File: src/rtl/bcc_pkg.sv
// Shared types for the bit-serial binomial coefficient core.
package bcc_pkg;

    // Width of the visible result and of each output half
    localparam int VALUE_BITS = 128;
    localparam int HALF_BITS  = 64;

    typedef enum logic [1:0] {
        ST_IDLE,
        ST_MUL,
        ST_DIV,
        ST_DONE
    } t_state;

    // Per-cycle control of a serial arithmetic cell
    typedef struct packed {
        logic en;     // a bit passes through this cycle
        logic first;  // first bit of a pass: start from a clean carry/remainder
    } t_cell_ctl;

endpackage

File: src/rtl/bcc_mul_cell.sv
// Bit-serial multiply-by-constant cell, LSB first, carry kept in a register.
module bcc_mul_cell
    import bcc_pkg::*;
#(
    parameter int W = 8
) (
    input  logic         i_clk,
    input  t_cell_ctl    i_ctl,
    input  logic         i_bit,
    input  logic [W-1:0] i_mult,
    output logic         o_bit
);

    logic [W-1:0] r_carry;
    logic [W-1:0] n_carry;
    logic [W-1:0] w_carry_in;
    logic [W:0]   w_sum;

    // carry stays below the multiplier, so W bits hold it
    assign w_carry_in = i_ctl.first ? '0 : r_carry;
    assign w_sum      = {1'b0, w_carry_in} + (i_bit ? {1'b0, i_mult} : '0);
    assign o_bit      = w_sum[0];
    assign n_carry    = w_sum[W:1];

    always_ff @(posedge i_clk) begin
        if (i_ctl.en) begin
            r_carry <= n_carry;
        end
    end

endmodule

File: src/rtl/bcc_div_cell.sv
// Bit-serial restoring divider cell, MSB first, remainder kept in a register.
module bcc_div_cell
    import bcc_pkg::*;
#(
    parameter int W = 8
) (
    input  logic         i_clk,
    input  t_cell_ctl    i_ctl,
    input  logic         i_bit,
    input  logic [W-1:0] i_divisor,
    output logic         o_bit
);

    logic [W-1:0] r_rem;
    logic [W-1:0] n_rem;
    logic [W-1:0] w_rem_in;
    logic [W:0]   w_shift;
    logic [W:0]   w_diff;

    assign w_rem_in = i_ctl.first ? '0 : r_rem;
    assign w_shift  = {w_rem_in, i_bit};
    assign w_diff   = w_shift - {1'b0, i_divisor};
    assign o_bit    = (w_shift >= {1'b0, i_divisor});
    // remainder is always below the divisor
    assign n_rem    = o_bit ? w_diff[W-1:0] : w_shift[W-1:0];

    always_ff @(posedge i_clk) begin
        if (i_ctl.en) begin
            r_rem <= n_rem;
        end
    end

endmodule

File: src/rtl/binomial_coefficient_core.sv
// Top level: binomial coefficient C(n,k) by the multiplicative scheme, bit-serial.
//
//  channel   | handshake          | payload
//  ----------+--------------------+-------------------------------------------
//  request   | start / busy       | i_set_size, i_choose_count
//  result    | o_done (strobe)    | o_value_low, o_value_high, o_truncated
//
// A request transfers at an edge with start high and busy low; busy stays high
// until the result strobe has passed. k > n, k = 0 and k = 1 (after k is
// reflected to min(k, n-k)) go straight from idle to the result. Otherwise the
// accumulator runs one multiply pass and one divide pass per step i = 2..k,
// each pass shifting all ACC_BITS accumulator bits through a one-bit cell.
// Reset (synchronous, active low) returns the sequencer to idle; the datapath
// needs no reset. The result is shown for one cycle and the receiver cannot
// stall it.
module binomial_coefficient_core
    import bcc_pkg::*;
#(
    parameter int OPERAND_BITS = 8,
    parameter int ACC_BITS     = 256,
    parameter int RESULT_BITS  = 128
) (
    input  logic                    i_clk,
    input  logic                    i_rst_n,
    input  logic                    start,
    output logic                    busy,
    input  logic [OPERAND_BITS-1:0] i_set_size,
    input  logic [OPERAND_BITS-1:0] i_choose_count,
    output logic                    o_done,
    output logic [HALF_BITS-1:0]    o_value_low,
    output logic [HALF_BITS-1:0]    o_value_high,
    output logic                    o_truncated
);

    localparam int W     = OPERAND_BITS;
    localparam int CNT_W = $clog2(ACC_BITS);
    localparam logic [CNT_W-1:0] CNT_LAST = CNT_W'(ACC_BITS - 1);

    t_state r_state, n_state;

    logic [ACC_BITS-1:0] r_acc, n_acc;  // shift register accumulator
    logic [W-1:0]        r_n, r_k, r_i; // n, reflected k, step index
    logic [W-1:0]        n_n, n_k, n_i;
    logic [CNT_W-1:0]    r_cnt, n_cnt;  // bit position within a pass

    logic       w_accept;
    logic       w_last_bit;
    logic       w_last_step;
    logic [W-1:0] w_kref;
    logic [W-1:0] w_mult;
    logic       w_mul_bit, w_div_bit;
    t_cell_ctl  w_mul_ctl, w_div_ctl;

    assign w_accept    = start && !busy;
    assign w_last_bit  = (r_cnt == CNT_LAST);
    assign w_last_step = (r_i == r_k);
    // k reflected to n-k when that is smaller
    assign w_kref      = ({i_choose_count, 1'b0} > {1'b0, i_set_size}) ?
                         (i_set_size - i_choose_count) : i_choose_count;
    // n-i+1 stays positive since n >= 2k >= 2i
    assign w_mult      = r_n - r_i + W'(1);

    assign w_mul_ctl.en    = (r_state == ST_MUL);
    assign w_mul_ctl.first = (r_cnt == '0);
    assign w_div_ctl.en    = (r_state == ST_DIV);
    assign w_div_ctl.first = (r_cnt == '0);

    bcc_mul_cell #(.W(W)) u_mul (
        .i_clk  (i_clk),
        .i_ctl  (w_mul_ctl),
        .i_bit  (r_acc[0]),
        .i_mult (w_mult),
        .o_bit  (w_mul_bit)
    );

    bcc_div_cell #(.W(W)) u_div (
        .i_clk     (i_clk),
        .i_ctl     (w_div_ctl),
        .i_bit     (r_acc[ACC_BITS-1]),
        .i_divisor (r_i),
        .o_bit     (w_div_bit)
    );

    // next state
    always_comb begin
        n_state = r_state;
        unique case (r_state)
            ST_IDLE: begin
                if (w_accept) begin
                    if (i_choose_count > i_set_size || w_kref < W'(2)) begin
                        n_state = ST_DONE;
                    end else begin
                        n_state = ST_MUL;
                    end
                end
            end
            ST_MUL: begin
                if (w_last_bit) n_state = ST_DIV;
            end
            ST_DIV: begin
                if (w_last_bit) n_state = w_last_step ? ST_DONE : ST_MUL;
            end
            ST_DONE: n_state = ST_IDLE;
            default: n_state = ST_IDLE;
        endcase
    end

    // datapath updates
    always_comb begin
        n_acc = r_acc;
        n_n   = r_n;
        n_k   = r_k;
        n_i   = r_i;
        n_cnt = r_cnt;
        unique case (r_state)
            ST_IDLE: begin
                n_cnt = '0;
                if (w_accept) begin
                    n_n = i_set_size;
                    n_k = w_kref;
                    n_i = W'(2);
                    priority if (i_choose_count > i_set_size) begin
                        n_acc = '0;
                    end else if (w_kref == '0) begin
                        n_acc = ACC_BITS'(1);
                    end else begin
                        n_acc = ACC_BITS'(i_set_size);
                    end
                end
            end
            ST_MUL: begin
                // LSB first; the final carry falls off (wrap mod 2^ACC_BITS)
                n_acc = {w_mul_bit, r_acc[ACC_BITS-1:1]};
                n_cnt = w_last_bit ? '0 : r_cnt + CNT_W'(1);
            end
            ST_DIV: begin
                // MSB first; quotient bits enter at the bottom
                n_acc = {r_acc[ACC_BITS-2:0], w_div_bit};
                n_cnt = w_last_bit ? '0 : r_cnt + CNT_W'(1);
                if (w_last_bit && !w_last_step) n_i = r_i + W'(1);
            end
            ST_DONE: n_cnt = '0;
            default: n_cnt = '0;
        endcase
    end

    always_ff @(posedge i_clk) begin
        if (!i_rst_n) begin
            r_state <= ST_IDLE;
            r_cnt   <= '0;
        end else begin
            r_state <= n_state;
            r_cnt   <= n_cnt;
        end
    end

    always_ff @(posedge i_clk) begin
        r_acc <= n_acc;
        r_n   <= n_n;
        r_k   <= n_k;
        r_i   <= n_i;
    end

    // outputs
    always_comb begin
        busy   = (r_state != ST_IDLE);
        o_done = (r_state == ST_DONE);
    end

    logic [VALUE_BITS-1:0] w_value;

    for (genvar b = 0; b < VALUE_BITS; b++) begin : g_value
        if (b < RESULT_BITS && b < ACC_BITS) begin : g_bit
            assign w_value[b] = r_acc[b];
        end else begin : g_zero
            assign w_value[b] = 1'b0;
        end
    end

    if (RESULT_BITS < ACC_BITS) begin : g_trunc
        assign o_truncated = |r_acc[ACC_BITS-1:RESULT_BITS];
    end else begin : g_no_trunc
        assign o_truncated = 1'b0;
    end

    assign o_value_low  = w_value[HALF_BITS-1:0];
    assign o_value_high = w_value[VALUE_BITS-1:HALF_BITS];

    // checks
    a_done_one_cycle: assert property (@(posedge i_clk) disable iff (!i_rst_n)
        o_done |=> !o_done)
        else $error("result strobe held longer than one cycle");

    a_busy_ends_after_done: assert property (@(posedge i_clk) disable iff (!i_rst_n)
        $fell(busy) |-> $past(o_done))
        else $error("busy dropped without a result");

    a_accept_goes_busy: assert property (@(posedge i_clk) disable iff (!i_rst_n)
        w_accept |=> busy)
        else $error("accepted request did not raise busy");

    a_step_in_range: assert property (@(posedge i_clk) disable iff (!i_rst_n)
        (r_state == ST_MUL || r_state == ST_DIV) |-> (r_i >= W'(2) && r_i <= r_k))
        else $error("step index outside 2..k");

endmodule

File: config.mk
export PLATFORM = sky130hd
export DESIGN_NAME = binomial_coefficient_core
export DESIGN_NICKNAME = d
export VERILOG_FILES = /design/src/rtl/bcc_pkg.sv /design/src/rtl/bcc_mul_cell.sv /design/src/rtl/bcc_div_cell.sv /design/src/rtl/binomial_coefficient_core.sv
export SDC_FILE = /design/constraint.sdc
export NUM_CORES = 1
export LEC_CHECK = 0
export BUFFER_PORTS_ARGS = -buffer_cell sky130_fd_sc_hd__buf_2
export CORE_ASPECT_RATIO = 0.8
export CORE_UTILIZATION = 30
export CTS_CLUSTER_DIAMETER = 200
export CTS_CLUSTER_SIZE = 24
export DETAILED_ROUTE_END_ITERATION = 8
export PLACE_DENSITY = 0.56
export SLEW_MARGIN = 20
export SYNTH_ARGS = -nofsm -noshare
export SYNTH_HDL_FRONTEND = slang
export SYNTH_SLANG_ARGS = --single-unit
File: constraint.sdc
create_clock -name i_clk -period 13.65 [get_ports i_clk]
set_clock_uncertainty 0.1 [all_clocks]
set_input_delay 1.365 -clock i_clk [delete_from_list [all_inputs] [get_ports i_clk]]
set_output_delay 1.365 -clock i_clk [all_outputs]
set_load 0.05 [all_outputs]
# After elaboration in Yosys (flattened, before gate mapping)
# Cells that the tools add are included.
# word_totals
in_bits	19
reg_bits	306
# classes
reduce_logical	18
eq_ne	9
magnitude_cmp	4
add_sub_neg	7
muxes	20
# op_table
op	count
256-bit case mux with 3 select lines	1
256-bit 2-to-1 mux	1
128-bit OR reduction	1
8-bit 2-to-1 mux	10
8-bit case mux with 2 select lines	2
8-bit by 1-bit adder with 8-bit output, second input constant	3
8-bit subtractor	3
8-bit logical NOT	2
2-bit 2-to-1 mux	5
8-bit by 9-bit adder with 9-bit output	1
9-bit by 8-bit >= comparator with 1-bit output	1
9-bit by 8-bit > comparator with 1-bit output	1
8-bit == test	1
8-bit == test, second input constant	1
8-bit > comparator	1
8-bit by 2-bit < comparator with 1-bit output, second input constant	1
2-bit inequality test, second input constant	4
2-bit case mux with 4 select lines	1
3-bit AND reduction	2
2-bit == test, second input constant	2
2-bit AND reduction	2
2-bit nonzero test	2
2-bit OR reduction	2
3-bit nonzero test	1
other kinds (5)	7

# Longest topological paths before layout
# Gate-level depths: netlist of the first run.
# depth
word_depth	7
depth_mapped	15
ltp_nobuf	14

# By module
# A second synthesis of the first run with hierarchy kept.
# unflattened
hier_cells	1434
area_unflattened_um2	16822.4
# by_module_without_submodules
mod	area_per_inst_um2	instances	seq_area_each_um2	cells_per_inst
binomial_coefficient_core	15391.0	1	8608.3	1295
bcc_div_cell	767.0	1	240.2	73
bcc_mul_cell	664.4	1	240.2	66

# Worst setup path after synthesis of the first run
# OpenSTA, ideal clock, no wires.
# synth_timing
path_type	input to register
from	input start
to	register r_acc[0], enable pin
setup_slack_ps	630
t_required_ps	12671
setup_ps	879
cell_stages	2
n_path_buf	0
arrival_time_ps	12041
path_cell_list	nor2_1 nor2_1
# synth_between
elab_chain_len	3
# synth_lines
item	line	rtl
from (decl)	binomial_coefficient_core.sv:25	input logic start,
1-bit logical AND	binomial_coefficient_core.sv:54	assign w_accept = start && !busy;
2-bit inequality test (no source line)	-	
2-bit AND reduction (no source line)	-	
to (signal assigned)	binomial_coefficient_core.sv:158	r_acc <= n_acc;
to (decl)	binomial_coefficient_core.sv:41	logic [ACC_BITS-1:0] r_acc, n_acc;
# No other way between the ends.
# A chain may end at the register's enable or synchronous reset.

# Worst setup path after layout of the first run
# layout_timing
from	register r_acc[222]
to	output o_truncated
# layout_between
elab_chain_len	1
# layout_lines
item	line	rtl
128-bit OR reduction	binomial_coefficient_core.sv:181	assign o_truncated = |r_acc[ACC_BITS-1:RESULT_BITS];
to (decl)	binomial_coefficient_core.sv:32	output logic o_truncated
# No other way between the ends.

==> results of run 1 <==
## metal layers
layer	global-route usage [%]	up-vias	wire (um)
met2	18.9	236	16300
li1	-	5062	-
met5	0	-	0
met3	1.58	26	1520
met1	19.8	5379	19300
met4	1.95	0	456
## logic make-up (layout without fill, tap and decap cells)
group,count (synthesis),count (layout),synth area share (%)
AO/OA/AOI/OAI,333,333,14.7
XOR/XNOR,41,41,2.15
adder cells (fa/ha/maj),56,56,4.38
buffers and inverters,267,226,8.91
flip-flops,306,306,54.5
multiplexers,6,6,0.390
AND/OR/NAND/NOR,419,419,14.9
## critical path, cell delays in order, from the launching register on
cell and delay (ps):
edfxtp_1 460, nor4_1 530, nand4_1 190, nor4_1 500
nand2_1 250, buf_2 270
## placed cells by master (no fill, tap or decap), types with 5 or more instances in the layout
master     count
a21o_1        10
a21oi_1       19
a22o_1         8
a22oi_1      249
a32o_1         7
and2_1        27
buf_2        149
buf_4          5
clkbuf_1       6
clkbuf_16     17
dfxtp_1       10
edfxtp_1     296
ha_1          49
inv_1         45
nand2_1       20
nand2b_1       6
nand3_1       10
nand4_1       12
nor2_1        34
nor2b_1      254
nor4_1        39
o21ai_0       16
xnor2_1       20
xor2_1        21
## worst min-delay path by stage
stage,endpoint,cells after the start
2_1_floorplan,r_cnt[0],1
3_3_place_gp,r_cnt[0],1
3_5_place_dp,r_cnt[0],1
4_1_cts,r_cnt[0],1
5_1_grt,r_cnt[0],1
6_report,r_cnt[0],1
## registers in the layout (all words and copies together) (netlist names)
register,flops
r_cnt,8
u_div.r_rem,8
u_mul.r_carry,8
r_k,8
r_n,8
r_acc,256
r_i,8
r_state,2
## report_power, final
group          internal (mW)  switching (mW)
clock network          0.232           0.302
registers               1.57           0.349
logic                  0.680            1.47
total                   2.48            2.12
## synth_stat cells (all sizes together) (12+ instances only)
| cell | number |
|---|---|
| edfxtp | 296 |
| nor2b | 254 |
| a22oi | 249 |
| buf | 137 |
| clkbuf | 84 |
| ha | 52 |
| inv | 46 |
| nor4 | 39 |
| nor2 | 35 |
| and2 | 27 |
| xor2 | 21 |
| nand2 | 20 |
| xnor2 | 20 |
| a21oi | 19 |
| o21ai | 18 |
| nand4 | 12 |
## layout make-up
| type | instances | share of cell area (%) |
|---|---|---|
| flip-flops and latches | 306 | 51.6 |
| multi-input cells | 855 | 34.9 |
| well taps | 741 | 5.26 |
| repair buffers | 156 | 4.67 |
| clock buffers | 23 | 2.54 |
| inverters | 46 | 0.980 |
| clock inverters | 1 | 0.0497 |
==> metrics.txt, run 1 <==
power density over the cells=261 nW/um^2; DIE AREA=roughly 57,000 um^2; Worst R2R Start=r_cnt[4]; hold path start=r_cnt[0]; Max VDD drop=~150 uV; total power=4.60 mW; routed vias/inst=between 5 and 6; Placed Area=17,200 um^2; Fmax=around 240 MHz; Setup TNS=0 ps; later-pin clock latency in the skew report=520 ps; Post-Synthesis Cells=1,428; H-tree Lvls=1; # IOs=150; Ys Warns=0; Async SR Flop Fraction=0%; first-pass GRT wire length=58.7 mm; clock sinks=roughly 310; Via Count=10,700; Critical Path RT=between 10,000 and 15,000 ps; CP Max Fanout=3; CTS hold repair buffers=0; WS Path Type=flop to output pin; setup bufs post-CTS=0; fillers=around 5,400; mean area per synthesized cell=11.7 um^2; IO Port Bufs=approximately 150; Post-Syn Nets=1,503; Clock Pin Slew Worst Setup and Hold Paths=100 ps; min Tclk post-route=4190 ps; Post-Synthesis Cell Area=16,700 um^2; Finished Core Util=32.4%; HPWL after DPL=23.9 mm; Slew Viols, Final=0; Clock Tree Buf Depth=3; Row Count=76; top cells by area, synth=edfxtp_1 53%, a22oi_1 11%, nor2b_1 9.5%; Initial Utilization=30.6%; synthesis-stage register bit count=roughly 300; WL/cell=17.7 um; Worst Path Arrival=2720 ps; Pleak=6.11 nW; CTS root buf=clkbuf_16; RePlAce Congestion=0.810; Yosys top cell area share=53.3%; sequential fraction of the synthesis area=54.5%; Synth cell types=54; number of global-route vias before repair=a little over 10,000; final antenna-violating net count=0; Worst Setup SP=r_acc[222]; Core ar.=54,400 um^2; maxcap violations=0; final-stage net count=between 1,000 and 1,500; CP endpoint=o_truncated; dominant synthesized flop cell=edfxtp_1; Non-Filler Instances=2,128; Min-Delay Path Class=flop to flop; CP Capture Type=output pin; initial antenna violation count=0; Hold Slack=373 ps; Tightest Pin Transition=1160 ps; fin crit share=between 30 and 40%; Syn-to-layout area delta=5.67%; largest area contributor in the netlist=edfxtp_1; drt first pass iters=5; Starting DRT DRC Count=1,165; Rel. slew slack=a little under a quarter; Final setup viols=0; Reg area=9090 um^2; RSZ-0062 raised after global routing=no; Final WS setup=9460 ps; Post-CTS Resized=0; n_diodes=0; Reg2Reg Setup Slack=9990 ps; CP startpoint kind=flop; final instance area=between 15,000 and 20,000 um^2; outcome=completed; area of the multi-input gates=6140 um^2; Reg2Reg Depth=12; Die Span Y=213 um; CTS tree=built; final hold vios=0; DP Worst Slack=9050 ps; GR Util All Layers=12.7%; die width=266 um; cts bufs inserted=16; grt ovf=0; WL final=37.6 mm; largest net degree at the start of global routing=between 200 and 250; Critical R2R Capture=r_acc[0]; drt drc=0; DP Cell Count=approximately 2,100; layout cells sized above 1=13.7%; number of flops mapped to enable cells by yosys=296
(Power assumes the default switching activity.)
==> run 2, diff against run 1 <==
Clock period 13.65 ns to 3.65 ns, I/O delays scaled along.
==> run 2 against run 1 <==
Cell area up 1.3%. Global-route usage up 0.16 points. Sequential power rose to 3.7 times the previous value. Clock power rose to 3.7 times the previous value. Largest power group unchanged.
==> metrics.txt, run 2 (synthesis results as in run 1) <==
Worst R2R Start=r_cnt[5]; Finished Core Util=32.8% (+0.41 points); final-stage net count=1,474 (+1.2%); Pleak=6.22 nW (+1.8%); clock sinks=306 (unchanged); Clock Tree Buf Depth=3 (unchanged); CTS root buf=clkbuf_16; fin crit share=92.9%; H-tree Lvls=1 (unchanged); Reg2Reg Setup Slack=380 ps (-9610 ps); Slew Viols, Final=0 (unchanged); max reg flops=256 (unchanged); Starting DRT DRC Count=1,129 (-3.1%); layout cells sized above 1=15.1% (+1.4 points); drt first pass iters=5 (unchanged); DP Worst Slack=171 ps (-8880 ps); most frequent cells in the layout=296 x edfxtp_1, 254 x nor2b_1, 249 x a22oi_1, 149 x buf_2, 49 x ha_1; largest net degree at the start of global routing=150 (-33%); initial antenna violation count=1 (+1); worst hold stages=1 (unchanged); IO Port Bufs=149 (unchanged); outcome=completed; Final WS setup=258 ps (-9200 ps); Clock Pin Slew Worst Setup and Hold Paths=100 ps (about the same); Initial Utilization=30.6% (unchanged); grt ovf=0 (unchanged); CP Capture Type=flop; Final setup viols=0 (unchanged); min Tclk post-route=about 3400 ps; WL/cell=17.5 um (-0.89%); drt drc=0 (unchanged); fillers=5,508 (+1.4%); Syn-to-layout area delta=7.00%; cts bufs inserted=16 (unchanged); power density over the cells=970 nW/um^2 (+270%); Setup TNS=0 ps (unchanged); routed vias/inst=5.01 (-0.32%); # IOs=150 (unchanged); Rel. slew slack=48.7% (+26 points); Core ar.=54,400 um^2 (unchanged); Via Count=10,800 (+0.52%); Die Span Y=213 um (unchanged); Fmax=295 MHz; later-pin clock latency in the skew report=520 ps (about the same); commonest non-fill, non-tap cell in the layout=edfxtp_1; DIE AREA=56,500 um^2 (unchanged); die width=266 um (unchanged); GR Util All Layers=12.9% (+0.16 points); CTS tree=built; WL final=37.6 mm (about the same); final antenna-violating net count=0 (unchanged); RSZ-0062 raised after global routing=no; Row Count=76 (unchanged); RePlAce Congestion=0.805 (-0.64%); n_diodes=0 (unchanged); WS Path Type=input port to flop; hold path start=i_set_size[6]; Critical Path RT=3840 ps (-8350 ps); HPWL after DPL=24.9 mm (+4.3%); final hold vios=0 (unchanged); Tightest Pin Transition=770 ps (-386 ps); register with the most flip-flops=r_acc; Min-Delay Path Class=input port to flop; CP startpoint kind=input port; maxcap violations=0 (unchanged); Max VDD drop=742 uV (+390%); CP Max Fanout=8 (+5); number of global-route vias before repair=10,100 (+0.13%); Reg2Reg Depth=12 (unchanged); first-pass GRT wire length=59.3 mm (+1.1%); Worst Path Arrival=3580 ps (+860 ps); worst hold path endpoint=r_n[6]; Critical R2R Capture=r_acc[0]
[run 2: cell types whose count changed in the layout (fill, tap and decap cells not counted), sizes merged]
cell | previous run | this run
buf | 156 | 171
inv | 46 | 45
clkinvlp | 0 | 1
dlygate4sd3 | 0 | 3
[run 2: layer usage]
layer	wire, um	vias up	global-route usage (%)
li1	-	5089	-
met1	19000	5366	20.1
met2	16400	279	18.9
met3	1710	25	1.82
met4	441	0	1.91
met5	0	-	0
[run 2: layout make-up]
cell class                 instances  area, um^2  area share (%)
tap                              741         927            5.20
sequential                       306        9090            51.0
clock inverter                     1        8.76          0.0491
timing repair buffer             174        1030            5.77
inverter                          46         176           0.989
multi-input combinational        855        6160            34.5
clock buffer                      23         448            2.51
[run 2: metrics by stage]
stage / area [um^2] / total power, mW / std cells / hold WS [ps]
finish: 17800 / 17.3 / 2146 / 21.8
global route: 17800 / 18.4 / 2146 / 10.1
CTS: 17800 / 17.4 / 2143 / 1.35
detailed placement: 17300 / 15.4 / 2116 / 368
global placement: 17300 / 15.3 / 2116 / 349
floorplan: 16700 / 13.9 / 1428 / 330
[run 2: worst max path at each step]
stage,slack [ps],cells past startpoint,to,from
after detailed placement,170,11,r_acc[6],i_set_size[0]
final,260,12,r_acc[5],i_set_size[0]
after global routing,30,13,u_mul.r_carry[7],r_i[1]
after CTS,190,12,r_acc[6],i_set_size[0]
after global placement,220,11,r_acc[5],i_set_size[0]
after floorplan,-1510,5,r_acc[0],r_state[1]
[run 2: critical path: stages]
cell and delay (ps):
dlygate4sd3_1 530, buf_2 170, inv_1 60, ha_1 210, fa_1 410, nand2b_1 210, a21oi_1 200, o311ai_1 150
nor4_1 250, mux2i_1 140, or4b_4 600, a32o_1 280
[run 2: what timing repair did]
| item | 4_1_cts | 5_1_grt |
|---|---|---|
| gates resized for setup | 0 | 3 |
| hold buffers | 3 | 0 |
| setup endpoints to repair | 0 | 8 |
| buffers inserted | 0 | 3 |
| endpoints found under the hold margin | 4 | 0 |
[run 2: where the power goes]
part	internal, mW	leakage (nW)	switching [mW]
Combinational	2.69	2.77	5.51
Sequential	5.83	3.23	1.29
Clock	0.868	0.221	1.12
==> run 3, diff against run 2 <==
Settings changed: PLACE_DENSITY 0.56 to 0.54, SETUP_SLACK_MARGIN set to 0.3, SLEW_MARGIN 20 to not set.
Clock period 3.65 ns to 4.4 ns, I/O delays scaled along.
==> run 3 against run 2 <==
Non-clock buffer count down 10. Sequential cell count is the same. Die area is the same. Critical endpoint is now r_acc[0]. Combinational power shrank 18%. Largest cell class unchanged. Sequential share of layout area grew 0.33 points. Power down 17%. Largest power group unchanged. Sequential power down 17%. Worst hold slack better by 30 ps. Core utilization shrank 0.21 points.
==> metrics.txt, run 3 (synthesis results as in run 1) <==
outcome=completed; CP startpoint kind=flop; cts bufs inserted=16 (unchanged); Clock Pin Slew Worst Setup and Hold Paths=110 ps (about the same); RePlAce Congestion=0.819 (+1.7%); Via Count=10,800 (+0.34%); clock sinks=306 (unchanged); CTS root buf=clkbuf_16; largest net degree at the start of global routing=184 (+23%); Max VDD drop=599 uV (-19%); Fmax=287 MHz; WS Path Type=flop to flop; drt first pass iters=5 (unchanged); final antenna-violating net count=0 (unchanged); Rel. slew slack=41.9% (-6.8 points); Syn-to-layout area delta=6.31%; Core ar.=54,400 um^2 (unchanged); number of global-route vias before repair=10,000 (-0.81%); layout cells sized above 1=14.6% (-0.54 points); Slew Viols, Final=0 (unchanged); CTS hold repair buffers=0 (-3); slowest CP cell=nand3_1; max reg flops=256 (unchanged); fin crit share=79.1%; Final WS setup=917 ps (+659 ps); Post-CTS Resized=0 (unchanged); commonest non-fill, non-tap cell in the layout=edfxtp_1; CTS tree=built; Finished Core Util=32.6% (-0.21 points); Final setup viols=0 (unchanged); Placed Area=17,300 um^2 (-0.32%); final-stage net count=1,464 (-0.68%); HPWL after DPL=25.2 mm (+1.0%); setup bufs post-CTS=0 (unchanged); IO Port Bufs=149 (unchanged); # IOs=150 (unchanged); routed vias/inst=5.05 (+0.81%); final hold vios=0 (unchanged); total power=14.4 mW (-17%); Row Count=76 (unchanged); Clock Tree Buf Depth=3 (unchanged); later-pin clock latency in the skew report=530 ps (about the same); maxcap violations=0 (unchanged); final instance area=17,700 um^2 (-0.65%); Initial Utilization=30.6% (unchanged); most frequent cells in the layout=296 x edfxtp_1, 254 x nor2b_1, 249 x a22oi_1, 149 x buf_2, 49 x ha_1; GR Util All Layers=13.0% (+0.16 points); power density over the cells=811 nW/um^2 (-16%); Pleak=6.16 nW (-1.0%); Worst Path Arrival=3670 ps (+90 ps); Min-Delay Path Class=input port to flop; CP Max Fanout=16 (+8); Die Span Y=213 um (unchanged); drt drc=0 (unchanged); WL final=38.6 mm (+2.9%); n_diodes=0 (unchanged); DP Worst Slack=801 ps (+630 ps); Tightest Pin Transition=871 ps (+102 ps); WL/cell=18.1 um (+3.4%); DIE AREA=56,500 um^2 (unchanged); initial antenna violation count=0 (-1); Critical Path RT=4590 ps (+750 ps); crit-path cells=nor4_1 -> nand3_1 -> nand2_1 -> inv_1 -> ha_1 -> nor2b_1 -> o31a_1 -> o21a_1 -> a21bo_2 -> a22o_1 -> a22oi_1 -> o21ai_1; Starting DRT DRC Count=1,074 (-4.9%); die width=266 um (unchanged); register with the most flip-flops=r_acc; RSZ-0062 raised after global routing=no; H-tree Lvls=1 (unchanged); min Tclk post-route=between 3000 and 4000 ps; CP Capture Type=flop; grt ovf=0 (unchanged); first-pass GRT wire length=59.5 mm (+0.31%); crit-path max cell delay=470 ps (-130 ps)
## run 3: cell count changes in the layout (fill, tap and decap cells not counted), sizes merged
cell,delta
buf,-7
dlygate4sd3,-3
## run 3: metal layers
layer	vias up	share of wire, %	track usage [%]
met5	-	0	0
met1	5430	51	20.7
met3	26	4.7	1.91
li1	5073	-	-
met2	267	43	18.6
met4	0	1.2	2.07
## run 3: power by group
| part | total [mW] | internal (mW) | switching, mW |
|---|---|---|---|
| registers | 5.94 | 4.84 | 1.10 |
| clock network | 1.68 | 0.720 | 0.961 |
| logic | 6.76 | 2.17 | 4.59 |
| total | 14.4 | 7.73 | 6.65 |
## run 3: per-stage QoR
stage	hold slack, ps	std cells	setup TNS (ps)
2_1_floorplan	330	1428	-193820
3_3_place_gp	349	2112	0
3_5_place_dp	356	2112	0
4_1_cts	30.8	2136	0
5_1_grt	42.6	2136	0
6_report	52.0	2136	0
## run 3: final cells by class
class / count / area, um^2
clock buffer: 23 / 448
tap: 741 / 927
fill: 5519 / 36700
clock inverter: 1 / 8.76
timing repair buffer: 164 / 921
multi-input combinational: 855 / 6150
inverter: 46 / 176
sequential: 306 / 9090
## run 3: worst max-delay path: cells and delay by family, from the launching register on
family | cells | cell delay [ps]
buffers and inverters | 1 | 80
AOI/OAI and AO/OA | 6 | 1240
DFF | 1 | 340
and+or+nand+nor | 4 | 1190
adders and majority gates | 1 | 290
## run 3: path summary, 6_finish.rpt
kind	startpoint	endpoint	slack [ps]	cells after the start
setup reg to reg	r_cnt[4]	r_acc[0]	920	12
setup / recovery	r_cnt[4]	r_acc[0]	920	12
hold / removal	i_rst_n	r_state[0]	50	2
hold reg to reg	r_cnt[0]	r_cnt[0]	380	1
